[config.mk]
export PLATFORM = sky130hd
export DESIGN_NAME = pulse_meter_totalizer_top_flat
export DESIGN_NICKNAME = d
export VERILOG_FILES = /design/src/rtl/pmt_pkg.sv /design/src/rtl/pmt_if.sv /design/src/rtl/pmt_front.sv /design/src/rtl/pmt_queue.sv /design/src/rtl/pmt_back.sv /design/src/rtl/pulse_meter_totalizer_top.sv /design/src/flat_wrapper.sv
export SDC_FILE = /design/constraint.sdc
export NUM_CORES = 2
export LEC_CHECK = 0
export ABC_CLOCK_PERIOD_IN_PS = 13800
export BUFFER_PORTS_ARGS = -buffer_cell sky130_fd_sc_hd__buf_4
export CAP_MARGIN = 40
export CORE_ASPECT_RATIO = 0.7
export CORE_MARGIN = 2
export CORE_UTILIZATION = 29
export DETAILED_ROUTE_END_ITERATION = 8
export GPL_TIMING_DRIVEN = 1
export HOLD_SLACK_MARGIN = 0.12
export PLACE_DENSITY = 0.51
export SETUP_SLACK_MARGIN = 0.1
export SKIP_LAST_GASP = 1
export SLEW_MARGIN = 20
export SYNTH_ARGS = -nofsm -noshare
export SYNTH_HDL_FRONTEND = slang
export SYNTH_SLANG_ARGS = --single-unit
export TNS_END_PERCENT = 30
[constraint.sdc]
create_clock -name i_clk -period 13.8 [get_ports i_clk]
set_input_delay 2.76 -clock i_clk [delete_from_list [all_inputs] [get_ports i_clk]]
set_output_delay 2.76 -clock i_clk [all_outputs]
set_load 0.02 [all_outputs]
[src/rtl/pmt_pkg.sv]
// ----------------------------------------------------------------------------
// Pulse meter totalizer package
// Shared widths, register indexes, controller states and the job record that
// travels from the decode front end to the division back end.
// ----------------------------------------------------------------------------
package pmt_pkg;

    localparam int BCD_W   = 24;   // three packed BCD bytes
    localparam int DEC_W   = 21;   // decoded count, at most 1666665
    localparam int ROLL_W  = 8;    // stored rollover byte
    localparam int ROLLX_W = 9;    // rollover count before the modulo-256 wrap
    localparam int DATA_W  = 32;   // readings, divisors, scaled counts
    localparam int IDX_W   = 2;    // configuration register index
    localparam int STEP_W  = $clog2(DATA_W);

    localparam int Q_DEPTH = 2;
    localparam int Q_PTR_W = $clog2(Q_DEPTH);
    localparam int Q_CNT_W = $clog2(Q_DEPTH + 1);

    // Scaling constants: ten pulses per count, 999999 counts per rollover.
    localparam logic [DATA_W-1:0] SCALE_TEN  = 32'd10;
    localparam logic [DATA_W-1:0] ROLL_STEP  = 32'd9999990;
    localparam logic [DATA_W-1:0] DIV_ONE    = 32'd1;
    localparam logic [DATA_W-1:0] INIT_RESET = 32'd0;

    typedef enum logic [IDX_W-1:0] {
        REG_INIT_A = 2'd0,
        REG_DIV_A  = 2'd1,
        REG_INIT_B = 2'd2,
        REG_DIV_B  = 2'd3
    } t_reg_idx;

    typedef enum logic [1:0] {
        ST_IDLE,
        ST_RUN,
        ST_DONE
    } t_state;

    typedef struct packed {
        logic [DATA_W-1:0] scaled;
        logic [DATA_W-1:0] divisor;
        logic [DATA_W-1:0] init;
        logic [DEC_W-1:0]  cur;
        logic [DEC_W-1:0]  prev;
        logic [ROLL_W-1:0] new_roll;
        logic              wr_prev;
        logic              wr_roll;
    } t_job;

    // Queue status seen by the back end.
    typedef struct packed {
        logic not_empty;
        logic full;
    } t_q_stat;

endpackage

[src/rtl/pmt_if.sv]
// ----------------------------------------------------------------------------
// Pulse meter totalizer channel interfaces
// Valid/ready interfaces for the input words, the result words and the
// configuration writes.
// ----------------------------------------------------------------------------
interface pmt_in_if;
    logic                      valid;
    logic                      ready;
    logic                      channel;
    logic [pmt_pkg::BCD_W-1:0] current_bcd;
    logic [pmt_pkg::BCD_W-1:0] previous_bcd;
    logic [pmt_pkg::ROLL_W-1:0] rollover_count;

    modport source (output valid, channel, current_bcd, previous_bcd, rollover_count,
                    input ready);
    modport sink   (input valid, channel, current_bcd, previous_bcd, rollover_count,
                    output ready);
endinterface

interface pmt_out_if;
    logic                        valid;
    logic                        ready;
    logic [pmt_pkg::DATA_W-1:0]  meter_reading;
    logic [pmt_pkg::DEC_W-1:0]   current_decimal;
    logic [pmt_pkg::DEC_W-1:0]   previous_decimal;
    logic [pmt_pkg::ROLL_W-1:0]  new_rollover_count;
    logic                        write_previous;
    logic                        write_rollover;

    modport source (output valid, meter_reading, current_decimal, previous_decimal,
                           new_rollover_count, write_previous, write_rollover,
                    input ready);
    modport sink   (input valid, meter_reading, current_decimal, previous_decimal,
                          new_rollover_count, write_previous, write_rollover,
                    output ready);
endinterface

interface pmt_cfg_if;
    logic                       valid;
    logic                       ready;
    logic [pmt_pkg::IDX_W-1:0]  index;
    logic [pmt_pkg::DATA_W-1:0] data;

    modport source (output valid, index, data, input ready);
    modport sink   (input valid, index, data, output ready);
endinterface

[src/rtl/pmt_front.sv]
// ----------------------------------------------------------------------------
// Pulse meter totalizer front end
// Holds the configuration registers, decodes the BCD counts, classifies the
// word as advance, rollover or no change and builds the division job.
// ----------------------------------------------------------------------------
module pmt_front (
    input  logic                i_clk,
    input  logic                i_rst_n,
    pmt_in_if.sink              i_in,
    pmt_cfg_if.sink             i_cfg,
    input  pmt_pkg::t_q_stat    i_q_stat,
    output logic                o_push,
    output pmt_pkg::t_job       o_job
);
    import pmt_pkg::*;

    // One packed BCD byte pair to binary, nibbles taken at face value.
    function automatic logic [7:0] dec_pair(input logic [7:0] b);
        logic [7:0] hi;
        hi = {4'd0, b[7:4]};
        return {4'd0, b[3:0]} + ((hi << 3) + (hi << 1));
    endfunction

    function automatic logic [DEC_W-1:0] dec_bcd6(input logic [BCD_W-1:0] raw);
        logic [DEC_W-1:0] p0;
        logic [DEC_W-1:0] p1;
        logic [DEC_W-1:0] p2;
        p0 = DEC_W'(dec_pair(raw[7:0]));
        p1 = DEC_W'(dec_pair(raw[15:8]));
        p2 = DEC_W'(dec_pair(raw[23:16]));
        return p0 + DEC_W'(p1 * DEC_W'(100)) + DEC_W'(p2 * DEC_W'(10000));
    endfunction

    logic [DATA_W-1:0] r_init_a;
    logic [DATA_W-1:0] r_div_a;
    logic [DATA_W-1:0] r_init_b;
    logic [DATA_W-1:0] r_div_b;

    logic               r_vld;
    logic [DEC_W-1:0]   r_cur;
    logic [DEC_W-1:0]   r_prev;
    logic [ROLLX_W-1:0] r_rolls;
    logic               r_wr_prev;
    logic               r_wr_roll;
    logic [DATA_W-1:0]  r_init;
    logic [DATA_W-1:0]  r_div;

    logic [DEC_W-1:0]   cur_dec;
    logic [DEC_W-1:0]   prev_dec;
    logic               advance;
    logic               rolled;
    logic               accept;
    logic               stage_free;

    assign i_cfg.ready = 1'b1;

    always_ff @(posedge i_clk) begin
        if (!i_rst_n) begin
            r_init_a <= INIT_RESET;
            r_div_a  <= DIV_ONE;
            r_init_b <= INIT_RESET;
            r_div_b  <= DIV_ONE;
        end else if (i_cfg.valid) begin
            unique case (t_reg_idx'(i_cfg.index))
                REG_INIT_A: r_init_a <= i_cfg.data;
                REG_DIV_A:  r_div_a  <= i_cfg.data;
                REG_INIT_B: r_init_b <= i_cfg.data;
                REG_DIV_B:  r_div_b  <= i_cfg.data;
                default:    r_init_a <= r_init_a;
            endcase
        end
    end

    assign cur_dec  = dec_bcd6(i_in.current_bcd);
    assign prev_dec = dec_bcd6(i_in.previous_bcd);
    assign advance  = cur_dec > prev_dec;
    assign rolled   = cur_dec < prev_dec;

    assign o_push     = r_vld && !i_q_stat.full;
    assign stage_free = !r_vld || !i_q_stat.full;
    assign i_in.ready = stage_free;
    assign accept     = i_in.valid && stage_free;

    always_ff @(posedge i_clk) begin
        if (!i_rst_n) begin
            r_vld <= 1'b0;
        end else if (accept) begin
            r_vld <= 1'b1;
        end else if (o_push) begin
            r_vld <= 1'b0;
        end
    end

    always_ff @(posedge i_clk) begin
        if (accept) begin
            r_cur     <= cur_dec;
            r_prev    <= prev_dec;
            r_rolls   <= {1'b0, i_in.rollover_count} + ROLLX_W'(rolled);
            r_wr_prev <= advance || rolled;
            r_wr_roll <= rolled;
            r_init    <= i_in.channel ? r_init_b : r_init_a;
            r_div     <= i_in.channel ? r_div_b  : r_div_a;
        end
    end

    // The unwrapped count stays below 2^32, so no term overflows.
    always_comb begin
        o_job.scaled   = (DATA_W'(r_cur) * SCALE_TEN) + (DATA_W'(r_rolls) * ROLL_STEP);
        o_job.divisor  = (r_div == '0) ? DIV_ONE : r_div;
        o_job.init     = r_init;
        o_job.cur      = r_cur;
        o_job.prev     = r_prev;
        o_job.new_roll = r_rolls[ROLL_W-1:0];
        o_job.wr_prev  = r_wr_prev;
        o_job.wr_roll  = r_wr_roll;
    end

endmodule

[src/rtl/pmt_queue.sv]
// ----------------------------------------------------------------------------
// Pulse meter totalizer job queue
// Two-entry first-in first-out buffer between the front and back ends.
// ----------------------------------------------------------------------------
module pmt_queue (
    input  logic             i_clk,
    input  logic             i_rst_n,
    input  logic             i_push,
    input  pmt_pkg::t_job    i_job,
    input  logic             i_pop,
    output pmt_pkg::t_job    o_job,
    output pmt_pkg::t_q_stat o_stat
);
    import pmt_pkg::*;

    t_job               r_mem [Q_DEPTH];
    logic [Q_PTR_W-1:0] r_wr_ptr;
    logic [Q_PTR_W-1:0] r_rd_ptr;
    logic [Q_CNT_W-1:0] r_count;

    logic do_push;
    logic do_pop;

    assign o_stat.not_empty = r_count != '0;
    assign o_stat.full      = r_count == Q_CNT_W'(Q_DEPTH);
    assign do_push          = i_push && !o_stat.full;
    assign do_pop           = i_pop && o_stat.not_empty;
    assign o_job            = r_mem[r_rd_ptr];

    always_ff @(posedge i_clk) begin
        if (do_push) begin
            r_mem[r_wr_ptr] <= i_job;
        end
    end

    always_ff @(posedge i_clk) begin
        if (!i_rst_n) begin
            r_wr_ptr <= '0;
            r_rd_ptr <= '0;
            r_count  <= '0;
        end else begin
            if (do_push) begin
                r_wr_ptr <= r_wr_ptr + 1'b1;
            end
            if (do_pop) begin
                r_rd_ptr <= r_rd_ptr + 1'b1;
            end
            if (do_push && !do_pop) begin
                r_count <= r_count + 1'b1;
            end else if (do_pop && !do_push) begin
                r_count <= r_count - 1'b1;
            end
        end
    end

endmodule

[src/rtl/pmt_back.sv]
// ----------------------------------------------------------------------------
// Pulse meter totalizer back end
// Restoring radix-2 divider, one quotient bit per cycle, followed by the
// offset add and the result register.
// ----------------------------------------------------------------------------
module pmt_back (
    input  logic             i_clk,
    input  logic             i_rst_n,
    input  pmt_pkg::t_q_stat i_q_stat,
    input  pmt_pkg::t_job    i_job,
    output logic             o_pop,
    pmt_out_if.source        o_out
);
    import pmt_pkg::*;

    t_state r_state;
    t_state n_state;

    logic [STEP_W-1:0] r_cnt;
    logic [DATA_W-1:0] r_rem;
    logic [DATA_W-1:0] r_quo;
    logic [DATA_W-1:0] r_dvs;
    t_job              r_job;

    logic              r_o_valid;
    logic [DATA_W-1:0] r_o_reading;
    logic [DEC_W-1:0]  r_o_cur;
    logic [DEC_W-1:0]  r_o_prev;
    logic [ROLL_W-1:0] r_o_roll;
    logic              r_o_wp;
    logic              r_o_wr;

    logic              out_free;
    logic              load_out;
    logic [DATA_W:0]   trial;
    logic [DATA_W+1:0] diff;

    assign out_free = !r_o_valid || o_out.ready;
    assign trial    = {r_rem, r_quo[DATA_W-1]};
    assign diff     = {1'b0, trial} - {2'b00, r_dvs};

    always_comb begin
        n_state  = r_state;
        o_pop    = 1'b0;
        load_out = 1'b0;
        unique case (r_state)
            ST_IDLE: begin
                if (i_q_stat.not_empty) begin
                    o_pop   = 1'b1;
                    n_state = ST_RUN;
                end
            end
            ST_RUN: begin
                if (r_cnt == STEP_W'(DATA_W - 1)) begin
                    n_state = ST_DONE;
                end
            end
            ST_DONE: begin
                if (out_free) begin
                    load_out = 1'b1;
                    if (i_q_stat.not_empty) begin
                        o_pop   = 1'b1;
                        n_state = ST_RUN;
                    end else begin
                        n_state = ST_IDLE;
                    end
                end
            end
            default: n_state = ST_IDLE;
        endcase
    end

    always_ff @(posedge i_clk) begin
        if (!i_rst_n) begin
            r_state <= ST_IDLE;
        end else begin
            r_state <= n_state;
        end
    end

    always_ff @(posedge i_clk) begin
        if (!i_rst_n) begin
            r_cnt <= '0;
        end else if (o_pop) begin
            r_cnt <= '0;
        end else if (r_state == ST_RUN) begin
            r_cnt <= r_cnt + 1'b1;
        end
    end

    always_ff @(posedge i_clk) begin
        if (o_pop) begin
            r_job <= i_job;
            r_quo <= i_job.scaled;
            r_rem <= '0;
            r_dvs <= i_job.divisor;
        end else if (r_state == ST_RUN) begin
            if (!diff[DATA_W+1]) begin
                r_rem <= diff[DATA_W-1:0];
                r_quo <= {r_quo[DATA_W-2:0], 1'b1};
            end else begin
                r_rem <= trial[DATA_W-1:0];
                r_quo <= {r_quo[DATA_W-2:0], 1'b0};
            end
        end
    end

    always_ff @(posedge i_clk) begin
        if (!i_rst_n) begin
            r_o_valid <= 1'b0;
        end else if (load_out) begin
            r_o_valid <= 1'b1;
        end else if (o_out.ready) begin
            r_o_valid <= 1'b0;
        end
    end

    always_ff @(posedge i_clk) begin
        if (load_out) begin
            r_o_reading <= r_job.init + r_quo;
            r_o_cur     <= r_job.cur;
            r_o_prev    <= r_job.prev;
            r_o_roll    <= r_job.new_roll;
            r_o_wp      <= r_job.wr_prev;
            r_o_wr      <= r_job.wr_roll;
        end
    end

    assign o_out.valid              = r_o_valid;
    assign o_out.meter_reading      = r_o_reading;
    assign o_out.current_decimal    = r_o_cur;
    assign o_out.previous_decimal   = r_o_prev;
    assign o_out.new_rollover_count = r_o_roll;
    assign o_out.write_previous     = r_o_wp;
    assign o_out.write_rollover     = r_o_wr;

endmodule

[src/rtl/pulse_meter_totalizer_top.sv]
// ----------------------------------------------------------------------------
// Pulse meter totalizer
// Turns a pair of packed BCD counter readings into a scaled meter total and
// the write-back flags for the stored previous count and rollover byte.
// ----------------------------------------------------------------------------
// Usage:
// The input channel takes one word per reading: channel select, current and
// previous BCD counts and the stored rollover byte. The result channel gives
// one word per input word, in order, with the total reading, both decoded
// counts, the rollover byte to store back and two write flags.
// The configuration channel is always ready; it writes the offset and the
// divisor of channel A or B and should only be used while no word is in
// flight.
// A result word passes through the front-end stage, the queue, the divider
// and the result register. Both channels share the single radix-2 divider,
// which resolves one quotient bit per cycle while it runs, followed by the
// offset add into the result register.
// The front end keeps accepting words while the divider is busy, until its
// stage and the two-entry queue are full. A stalled receiver holds the
// result register; the divider finishes its current word and waits there.
// Reset clears all handshakes and queue state, sets both offsets to zero
// and both divisors to one.
// ----------------------------------------------------------------------------
module pulse_meter_totalizer_top (
    input  logic      i_clk,
    input  logic      i_rst_n,
    pmt_in_if.sink    i_in,
    pmt_cfg_if.sink   i_cfg,
    pmt_out_if.source o_out
);
    import pmt_pkg::*;

    // Front end to queue.
    logic    push;
    t_job    front_job;

    // Queue to back end.
    logic    pop;
    t_job    q_job;
    t_q_stat q_stat;

    pmt_front u_front (
        .i_clk    (i_clk),
        .i_rst_n  (i_rst_n),
        .i_in     (i_in),
        .i_cfg    (i_cfg),
        .i_q_stat (q_stat),
        .o_push   (push),
        .o_job    (front_job)
    );

    pmt_queue u_queue (
        .i_clk   (i_clk),
        .i_rst_n (i_rst_n),
        .i_push  (push),
        .i_job   (front_job),
        .i_pop   (pop),
        .o_job   (q_job),
        .o_stat  (q_stat)
    );

    pmt_back u_back (
        .i_clk    (i_clk),
        .i_rst_n  (i_rst_n),
        .i_q_stat (q_stat),
        .i_job    (q_job),
        .o_pop    (pop),
        .o_out    (o_out)
    );

endmodule
[src/flat_wrapper.sv]
// flat-port wrapper written by rule: the top's interface ports become plain ports
module pulse_meter_totalizer_top_flat import pmt_pkg::*;
  (i_clk, i_rst_n, i_in_valid, i_in_channel, i_in_current_bcd, i_in_previous_bcd, i_in_rollover_count, i_in_ready, i_cfg_valid, i_cfg_index, i_cfg_data, i_cfg_ready, o_out_valid, o_out_meter_reading, o_out_current_decimal, o_out_previous_decimal, o_out_new_rollover_count, o_out_write_previous, o_out_write_rollover, o_out_ready);
  pmt_in_if i_in_i ();
  pmt_cfg_if i_cfg_i ();
  pmt_out_if o_out_i ();
  input  logic i_clk;
  input  logic i_rst_n;
  input wire logic [$bits(i_in_i.valid)-1:0] i_in_valid;
  input wire logic [$bits(i_in_i.channel)-1:0] i_in_channel;
  input wire logic [$bits(i_in_i.current_bcd)-1:0] i_in_current_bcd;
  input wire logic [$bits(i_in_i.previous_bcd)-1:0] i_in_previous_bcd;
  input wire logic [$bits(i_in_i.rollover_count)-1:0] i_in_rollover_count;
  output wire logic [$bits(i_in_i.ready)-1:0] i_in_ready;
  input wire logic [$bits(i_cfg_i.valid)-1:0] i_cfg_valid;
  input wire logic [$bits(i_cfg_i.index)-1:0] i_cfg_index;
  input wire logic [$bits(i_cfg_i.data)-1:0] i_cfg_data;
  output wire logic [$bits(i_cfg_i.ready)-1:0] i_cfg_ready;
  output wire logic [$bits(o_out_i.valid)-1:0] o_out_valid;
  output wire logic [$bits(o_out_i.meter_reading)-1:0] o_out_meter_reading;
  output wire logic [$bits(o_out_i.current_decimal)-1:0] o_out_current_decimal;
  output wire logic [$bits(o_out_i.previous_decimal)-1:0] o_out_previous_decimal;
  output wire logic [$bits(o_out_i.new_rollover_count)-1:0] o_out_new_rollover_count;
  output wire logic [$bits(o_out_i.write_previous)-1:0] o_out_write_previous;
  output wire logic [$bits(o_out_i.write_rollover)-1:0] o_out_write_rollover;
  input wire logic [$bits(o_out_i.ready)-1:0] o_out_ready;
  assign i_in_i.valid = i_in_valid;
  assign i_in_i.channel = i_in_channel;
  assign i_in_i.current_bcd = i_in_current_bcd;
  assign i_in_i.previous_bcd = i_in_previous_bcd;
  assign i_in_i.rollover_count = i_in_rollover_count;
  assign i_in_ready = i_in_i.ready;
  assign i_cfg_i.valid = i_cfg_valid;
  assign i_cfg_i.index = i_cfg_index;
  assign i_cfg_i.data = i_cfg_data;
  assign i_cfg_ready = i_cfg_i.ready;
  assign o_out_valid = o_out_i.valid;
  assign o_out_meter_reading = o_out_i.meter_reading;
  assign o_out_current_decimal = o_out_i.current_decimal;
  assign o_out_previous_decimal = o_out_i.previous_decimal;
  assign o_out_new_rollover_count = o_out_i.new_rollover_count;
  assign o_out_write_previous = o_out_i.write_previous;
  assign o_out_write_rollover = o_out_i.write_rollover;
  assign o_out_i.ready = o_out_ready;
  pulse_meter_totalizer_top u_core (.i_clk(i_clk), .i_rst_n(i_rst_n), .i_in(i_in_i), .i_cfg(i_cfg_i), .o_out(o_out_i));
endmodule
### After elaboration in Yosys (flattened, before gate mapping)

Memories as Yosys holds them, arrays and structs flattened. A register that Yosys moved wholly into a read port is not among the register bits.
Cells that the tools add are included.

* register bits: 522
* output and inout bits: 87
* memory bits (writable): 296
* memories kept: 1
* input port bits: 96
* logic and storage cells: 133

* reductions and logical operators: 28
* multipliers: 6
* $lt $le $gt $ge: 2
* bitwise operators: 1
* mux-type cells: 27
* eq/ne operators: 10
* add/subtract/negate cells: 25

Memories
* u_core.u_queue.r_mem: depth 2, bits a word 148, rd ports 1, clocked after memory_dff 1, wr ports 1, line pmt_queue.sv:16 `t_job r_mem [Q_DEPTH];`

Operators by type and width (number)
* 32-bit two-way mux: 6
* 4-bit by 8-bit adder with 8-bit output: 6
* 7-bit by 5-bit adder with 8-bit output: 6
* 16-bit by 21-bit adder with 21-bit output: 2
* 8-bit by 10-bit multiplier with 17-bit output, second input constant: 2
* 33-bit by 32-bit subtractor with 34-bit output: 1
* 25-bit by 32-bit adder with 32-bit output: 1
* 32-bit adder: 1
* 8-bit by 15-bit adder with 16-bit output: 2
* 32-bit zero test: 1
* 9-bit by 23-bit multiplier with 31-bit output, second input constant: 1
* 8-bit by 5-bit multiplier with 13-bit output, second input constant: 2
* 21-bit by 3-bit multiplier with 24-bit output, second input constant: 1
* 21-bit greater-than comparator: 1
* 21-bit less-than comparator: 1
* 1-bit two-way mux: 14
* 2-bit two-way mux: 5
* 2-bit nonzero test: 5
* 8-bit by 1-bit adder with 9-bit output: 1
* 2-bit equality test, second input constant: 4
* 2-bit AND reduction: 4
* 1-bit logical AND: 6
* 2-bit case mux with 3 select lines: 1
* 5-bit by 1-bit adder with 5-bit output, second input constant: 1
* 14 further kinds: 24

### Longest topological paths before layout

* depth after elaboration: 8
* gate-level depth with buffers: 40
* mapped depth without buffers: 40

### Hierarchy

A second synthesis with hierarchy kept.

* cells, all modules: 3729
* area, all modules: 45135.8 um^2

Modules (own cells, without submodules)
* pmt_front: sequential area each 6095.8 um^2, cells an instance 2257, area an instance 21815.9 um^2, instances 1
* pmt_back: sequential area each 7767.4 um^2, cells an instance 987, area an instance 12368.1 um^2, instances 1
* pmt_queue: sequential area each 8988.6 um^2, cells an instance 485, area an instance 10951.8 um^2, instances 1

### Worst setup path before layout

Ideal clock, no wire load.

* path type: in2reg
* from: input port o_out_ready
* to: register u_core.u_back.r_quo[0] (enable)
* setup time: 0.387 ns
* required time: 13.413 ns
* buffers on the path: 1
* cell stages on the path: 5
* arrival: 13.603 ns
* setup slack: -0.190 ns
* cell sequence: nor2b_1 > a211oi_1 > nor2_1 > clkbuf_1 > inv_1

* word-level cells in the longest chain between the ends: 4

Ends and longest elaborated chain
* start: declaration: line flat_wrapper.sv:26 `input wire logic [$bits(o_out_i.ready)-1:0] o_out_ready;`
* 1-bit logical OR: line pmt_back.sv:38 `assign out_free = !r_o_valid || o_out.ready;`
* 1-bit two-way mux: line pmt_back.sv:59 `if (out_free) begin`
* 1-bit case mux with 2 select lines: line pmt_back.sv:46 `unique case (r_state)`
* named net u_core.pop: line pulse_meter_totalizer_top.sv:38 `logic pop;`
* 2-bit nonzero test (no line)
* end signal: assignment: line pmt_back.sv:94 `r_quo <= i_job.scaled;`
* end signal: assignment: line pmt_back.sv:100 `r_quo <= {r_quo[DATA_W-2:0], 1'b1};`
* end signal: assignment: line pmt_back.sv:103 `r_quo <= {r_quo[DATA_W-2:0], 1'b0};`
* end: declaration: line pmt_back.sv:21 `logic [DATA_W-1:0] r_quo;`

The timed path passes the listed nets, and every way through them passes these cells.
A chain may end at the register's enable or synchronous reset.

### Worst setup path in the final report

* from: input port i_in_previous_bcd[19]
* to: register u_core.u_front.r_rolls[6] (data pin)

* word-level cells in the longest chain between the ends: 5

Ends and longest elaborated chain
* start: declaration: line flat_wrapper.sv:12 `input wire logic [$bits(i_in_i.previous_bcd)-1:0] i_in_previous_bcd;`
* 4-bit by 8-bit adder with 8-bit output: line pmt_front.sv:21 `return {4'd0, b[3:0]} + ((hi << 3) + (hi << 1));`
* 8-bit by 10-bit multiplier with 17-bit output: line pmt_front.sv:31 `return p0 + DEC_W'(p1 * DEC_W'(100)) + DEC_W'(p2 * DEC_W'(10000));`
* 16-bit by 21-bit adder with 21-bit output: line pmt_front.sv:31
* 21-bit less-than comparator: line pmt_front.sv:77 `assign rolled = cur_dec < prev_dec;`
* named net u_core.u_front.rolled: line pmt_front.sv:51 `logic rolled;`
* 8-bit by 1-bit adder with 9-bit output: line pmt_front.sv:98 `r_rolls <= {1'b0, i_in.rollover_count} + ROLLX_W'(rolled);`
* end signal: assignment: line pmt_front.sv:98
* end: declaration: line pmt_front.sv:42 `logic [ROLLX_W-1:0] r_rolls;`

The timed path passes the listed nets, and every way through them passes these cells.

==> metrics <==
M1 wire length=55.4 mm; Post-synth top flop=edfxtp_1; vias in the first global route=27500; initial core utilization=29.3%; CP max-delay cell=a21oi_1; Synth cell types=85; Peak Freq=0.0877 GHz; I/O Buffers=181; Mapped Area=44800 um2; post-CTS sizing=0; Crit path largest cell delay=650 ps; GR Util All Layers=13.4%; worst reg2reg path depth=27; synthesized flop and latch total=817; metal2 WL=44.2 mm; worst hold slack=399 ps; # DRC=0; post-synth top area cell=edfxtp_1; final hold vios=0; Final Setup Violations=0; CTS tree=done; Largest register FFs=294; Filler Cells Inserted=15200; Synth Warn #=0; Synth Area in Simple Gates=7.50%; pin count of the biggest net entering global routing=122; Synth top area share=43.1%; largest family of logic cells by synthesized area=adder cells; DIE AREA=158000 um2; Seq/Total Area, Yosys=50.9%; adder-cell share of the synthesized area=17.7%; clk_lat worst skew=690 ps; H-tree Lvls=3; final WL=106 mm; Final period util=82.6%; initial antenna violation count=2; Synth Area per Inst=12.0 um2; CP arrival=11800 ps; worst-margin pin slew=863 ps; DR vias/cell=4.57; Final Max Slew Viols=0; Syn Nets=4397; Cells after Synth=3733; P&R area growth vs syn=15.7%; Most flops, register=u_core.u_queue.r_mem; min-delay src=u_core.u_back.r_job[6]; met3 WL=3.90 mm; Max-Cap Viols=0; reg2reg start=u_core.u_front.r_rolls[0]; root buffer cell=clkbuf_16; Row Count=120; Placement Setup Slack=1760 ps; post-CTS setup buffer count=0; die height=333 um; multiplexer share of the synthesized area=5.44%; Initial DRT Pass Iterations=6; XOR/XNOR Fraction of Synth Area=4.02%; CTS Buf Count=91; most frequent cells in the layout=643 x edfxtp_1, 459 x ha_1, 406 x nand2_1; crit path capture type=register; Post-synth EDFFs=643; ANT cells=0; RSZ-0062 raised after global routing=false; crit path kind=input pin to register; r2r setup slk=6360 ps; DP Wirelength=77.1 mm; worst path required time=14200 ps; I/O pin count=183; post-route ant nets=0; most numerous cell on the critical path=ha_1; Setup crit start kind=input pin; Vias=27400; clk sinks=817; die extent in x=474 um; Worst Setup Slack, final=2400 ps; GPL Wtd Cong=0.845; Core Area=153000 um2; setup TNS=0 ps; first-pass GRT wire length=164 mm; HP Class=register to register; top sig layer=met5; reg-to-reg critical path endpoint=u_core.u_queue.r_mem[1][146]; clock slew at reported path FFs=60 ps; GRT overflow=0; CP startpoint=i_in_previous_bcd[19]; net count of the finished layout=4578; initial DRC count=1648; CP Capture Point=u_core.u_front.r_rolls[6]; Post-CTS Hold Buffers=0; commonest non-fill, non-tap cell in the layout=edfxtp_1; share of flip-flops with an asynchronous set or reset=0%; CTS Buffer Depth=3; minimum clock period after layout=11400 ps; share of cells above drive strength 1=14.6%; Synth Area in Compound Gates=10.5%; top flop regs=u_core.u_queue.r_mem x294, u_core.u_back.r_job x84; post-DR wirelength/cell=17.6 um; skew final=40.7 ps; run status=completed; synth top area cells=edfxtp_1 43%, ha_1 13%, dfxtp_1 7.8%; slew margin rel.=42.4%; worst-path fanout max=4
-- worst min path at each step --
stage | to | slack, ps | cells past startpoint
finish | u_core.u_back.o_out.new_rollover_count[4] | 400 | 0
global route | u_core.u_back.o_out.new_rollover_count[4] | 400 | 0
CTS | u_core.u_back.o_out.new_rollover_count[4] | 390 | 0
detailed placement | u_core.u_back.o_out.new_rollover_count[7] | 400 | 0
global placement | u_core.u_back.o_out.current_decimal[11] | 400 | 0
floorplan | u_core.u_back.o_out.current_decimal[0] | 400 | 0
-- critical path: cells and delay by family --
kind,cells,cell delay (ps)
buf+inv,6,530
xor+xnor,3,380
compound gates,13,3010
simple gates,5,750
fa+ha+maj,12,4370
-- layout make-up --
type | instances | area, um2 | area share [%]
clock buffer | 123 | 2540 | 4.91
clock inverter | 42 | 517 | 0.997
inverter | 348 | 1310 | 2.52
multi-input combinational | 2439 | 20300 | 39.1
sequential | 817 | 22800 | 44.0
tap | 2013 | 2520 | 4.86
timing repair buffer | 217 | 1880 | 3.63
-- cells in the mapped netlist, types with 41 or more instances --
master / number
a21boi_0: 133
a21o_1: 82
a21oi_1: 171
clkbuf_1: 111
dfxtp_1: 174
edfxtp_1: 643
fa_1: 109
ha_1: 459
inv_1: 348
mux2_2: 182
nand2_1: 406
nand3_1: 41
nor2_1: 100
o21ai_0: 109
xnor2_1: 141
xor2_1: 63
-- kinds of logic (layout without fill, tap and decap cells) --
| kind of cell | count (synthesis) | in the layout |
|---|---|---|
| DFF | 817 | 817 |
| and+or+nand+nor | 746 | 746 |
| AOI/OAI and AO/OA | 698 | 698 |
| adders and majority gates | 568 | 568 |
| buffers and inverters | 477 | 730 |
| muxes | 221 | 221 |
| xor gates and xnor gates | 205 | 205 |
| other | 1 | 1 |
-- routing by layer --
layer | up-vias | global-route usage, %
li1 | 13700 | -
met1 | 13200 | 20.3
met2 | 407 | 19.5
met3 | 131 | 2.31
met4 | 2 | 3.21
met5 | - | 0
-- per-stage QoR --
step / utilization (%) / cell area [um2] / std cells
6_report: 33.9 / 51800 / 5999
5_1_grt: 33.9 / 51800 / 5999
4_1_cts: 33.8 / 51800 / 5996
3_5_place_dp: 31.8 / 48700 / 5831
3_3_place_gp: 31.6 / 48400 / 5819
2_1_floorplan: - / 44800 / 3733
Power is not shown: default switching activity piles up to over one toggle a cycle in this logic, so the estimate is an artifact.
